File: src/design/mmt_pkg.sv
// Shared types and constants of the matrix multiply engine.
package mmt_pkg;

    localparam int OP_W    = 2;
    localparam int POS_W   = 6;
    localparam int VALUE_W = 16;
    localparam int SUM_W   = 38;
    localparam int CFG_W   = 7;
    localparam int CFG_IDX_W = 3;

    typedef enum logic [OP_W-1:0] {
        OP_WRITE_A = 2'd0,
        OP_WRITE_B = 2'd1,
        OP_COMPUTE = 2'd2,
        OP_NONE    = 2'd3
    } t_op;

    typedef enum logic [CFG_IDX_W-1:0] {
        CFG_ROWS_OUT    = 3'd0,
        CFG_INNER_SIZE  = 3'd1,
        CFG_COLS_OUT    = 3'd2,
        CFG_TRANSPOSE_A = 3'd3,
        CFG_TRANSPOSE_B = 3'd4
    } t_cfg_idx;

    typedef struct packed {
        logic shift;
        logic tail;
    } t_cell_ctrl;

endpackage

File: src/design/mmt_cell.sv
// One cell of the A-row chain: holds one element and passes it towards the head.
module mmt_cell #(
    parameter int EW = 16
) (
    input  logic                    i_clk,
    input  logic                    i_rst_n,
    input  mmt_pkg::t_cell_ctrl     i_ctrl,
    input  logic signed [EW-1:0]    i_next,
    input  logic signed [EW-1:0]    i_tail_data,
    output logic signed [EW-1:0]    o_data
);

    logic signed [EW-1:0] r_data;
    logic signed [EW-1:0] n_data;

    always_comb begin
        n_data = r_data;
        if (i_ctrl.shift) begin
            n_data = i_ctrl.tail ? i_tail_data : i_next;
        end
    end

    // payload only: reset leaves it alone
    always_ff @(posedge i_clk) begin
        if (i_rst_n || !i_rst_n) begin
            r_data <= n_data;
        end
    end

    assign o_data = r_data;

endmodule

File: config.mk
export PLATFORM = sky130hd
export DESIGN_NAME = mmt_cell
export DESIGN_NICKNAME = d
export VERILOG_FILES = /design/src/design/mmt_pkg.sv /design/src/design/mmt_cell.sv
export SDC_FILE = /design/constraint.sdc
export NUM_CORES = 1
export LEC_CHECK = 0
export BUFFER_PORTS_ARGS = -buffer_cell sky130_fd_sc_hd__buf_2
export CAP_MARGIN = 10
export CORE_UTILIZATION = 42
export DETAILED_ROUTE_END_ITERATION = 6
export PLACE_DENSITY = 0.78
export SYNTH_ARGS = -nofsm -noshare
export SYNTH_HDL_FRONTEND = slang
export SYNTH_SLANG_ARGS = --single-unit
export TNS_END_PERCENT = 30
File: constraint.sdc
create_clock -name i_clk -period 1.9 [get_ports i_clk]
set_input_delay 0.095 -clock i_clk [delete_from_list [all_inputs] [get_ports i_clk]]
set_output_delay 0.095 -clock i_clk [all_outputs]
set_load 0.02 [all_outputs]
==> flow_metrics.py <==
metrics = {
    "layout": {
        "layout.cells.non_filler": 101,
        "post-route-util_pct": 63.6,
        "fillers": 135,
        "drive_gt1_share_pct": 81.2,
        "antenna_cells": 0,
        "largest_register_ffs": 16,
        "layout-area-overhead-vs-synth_pct": 35.8,
        "nets": 123,
    },
    "synth": {
        "yosys.area.top_type": "edfxtp_1",
        "yosys.cell_types.count": 5,
        "synth_warnings": 0,
        "syn-instance-count": 34,
        "netlist_area_um2": 729,
        "yosys-top-cells-area": "edfxtp_1, mux2_4, mux2_2",
        "synth_area_per_cell_um2": 21.5,
        "synth_top_area_share_pct": 65.9,
        "synth_seq_cells": 16,
        "ys_seq_area_share_pct": 65.9,
        "synth_fp_nets": 70,
    },
    "run_status": {
        "violations": "DRC",
        "outcome": "complete, but fails checks",
    },
    "pwr": {
        "power_frac_seq_pct": 57.0,
        "swShare_pct": 23.8,
        "p_int_mw": 0.578,
        "combPwrFrac_pct": 20.7,
        "pwr-share-clk_pct": 22.4,
        "power.density_nw_per_um2": 765,
        "leakage_nw": 0.473,
        "switchingPower_mw": 0.181,
        "vdd_ir_drop_max_mv": 0.427,
    },
    "setup_path": {
        "crit_buf_inv": 1,
        "critPathCaptureType": "output port",
        "required_ps": 1800,
        "cpLargestDelayFamily": "flip-flops",
        "cpPeakStageDelay_ps": 380,
        "cp_cell_sequence": "buf_2",
        "cp.arrival_ps": 830,
        "critPathSlowestCell": "edfxtp_1",
        "path_max_fanout": 1,
        "critPathLaunchType": "register",
        "path_class": "register to output port",
    },
    "place": {
        "routabilityCongestion": 0.651,
        "io_buffers": 50,
        "numPlacedInstances": 98,
    },
    "timing": {
        "setup_violations": 0,
        "period_minus_slack_ps": 922,
        "finalSetupTns_ps": 0,
        "tightest_slew_ps": 434,
        "rsz0062_at_grt": "no",
        "max_freq_ghz": 1.08,
        "drv_slew": 0,
        "relSlewSlack_pct": 71.1,
        "fin_crit_sh_pct": 48.5,
        "final_hold_viol_count": 0,
    },
    "detailed_routing": {
        "num_vias": 479,
        "post_drt_wl_per_cell_um": 11.8,
        "ant_nets": 0,
        "first_iter_violations": 5,
        "drtPass1Iterations": 5,
        "drc": 3,
        "wl_mm": 1.19,
        "viasPerCell": 4.74,
    },
    "global_route": {
        "grt_pass1_vias": 439,
        "grt_pass1_wl_mm": 1.90,
        "gr-total-overflow": 0,
        "grt_usage_pct": 14.9,
        "grt_max_degree": 17,
        "antenna_found_initial": 0,
    },
    "clocking": {
        "clk_pin_slew_ps": 90,
        "cts_tree": "yes",
        "cts.sinks": 16,
        "root_buffer": "clkbuf_4",
        "cts_buffer_depth": 2,
        "cts_made_buffers": 3,
        "ctsHoldBuffers": 0,
        "cts_resized": 0,
        "cts_setup_buffers": 0,
        "cts_max_level": 1,
    },
    "min_path": {
        "hp-class": "input pin to register",
    },
    "floorplan": {
        "die_h_um": 43.7,
        "core_area_um2": 1560,
        "ioPinCount": 52,
        "start_util_pct": 46.8,
        "die-area_um2": 1910,
        "rows": 14,
        "die_w_um": 43.7,
    },
    "run": {
        "drv_cap": 0,
    },
}
## final cells by class
| cell class | instances | area [µm²] | share of cell area (%) |
|---|---|---|---|
| flip-flops and latches | 16 | 480 | 48.5 |
| repair buffers | 50 | 250 | 25.3 |
| multi-input cells | 16 | 218 | 22.0 |
| clock buffers | 3 | 22.5 | 2.27 |
| well taps | 16 | 20.0 | 2.02 |
## cell usage in the layout (no fill, tap or decap)
cell and count:
buf_2 50, edfxtp_1 16, mux2_2 6, mux2_4 10
clkbuf_4 3
## routing by layer
layer	vias to the layer above	part of all wire (%)	track usage, %
met3	0	7.6	6.67
met2	25	58	25.4
met4	0	0	9.38
met5	-	0	0
met1	218	34	14.6
li1	236	-	-
## metrics by stage
step	cell area (µm²)	hold WS [ps]	setup WS, ps	power [mW]
after CTS	991	96.4	956	0.771
after floorplan	729	207	1010	0.537
final	991	111	978	0.758
after detailed placement	968	398	763	0.600
after global placement	968	395	786	0.595
after global routing	991	81.5	922	0.807
## worst paths after layout
path,start,cells past startpoint,endpoint
worst max-delay path,o_data[8],1,o_data[8]
worst min-delay path,i_tail_data[5],2,o_data[5]
## cells in the mapped netlist
master,instances
edfxtp_1,16
buf_6,1
buf_12,1
mux2_4,10
mux2_2,6
## cell families (layout without fill, tap and decap cells)
group,Yosys count,in the layout,share of synthesized area [%]
flip-flops,16,16,65.9
buffers and inverters,2,53,4.29
multiplexers,16,16,29.8
## power groups by stage
stage / clock network (mW) / logic, mW / registers (mW)
global placement: 0 / 0.156 / 0.440
detailed placement: 0 / 0.159 / 0.441
floorplan: 0 / 0.0509 / 0.486
CTS: 0.180 / 0.159 / 0.433
finish: 0.170 / 0.157 / 0.432
global route: 0.204 / 0.168 / 0.435
(Power assumes the default switching activity.)
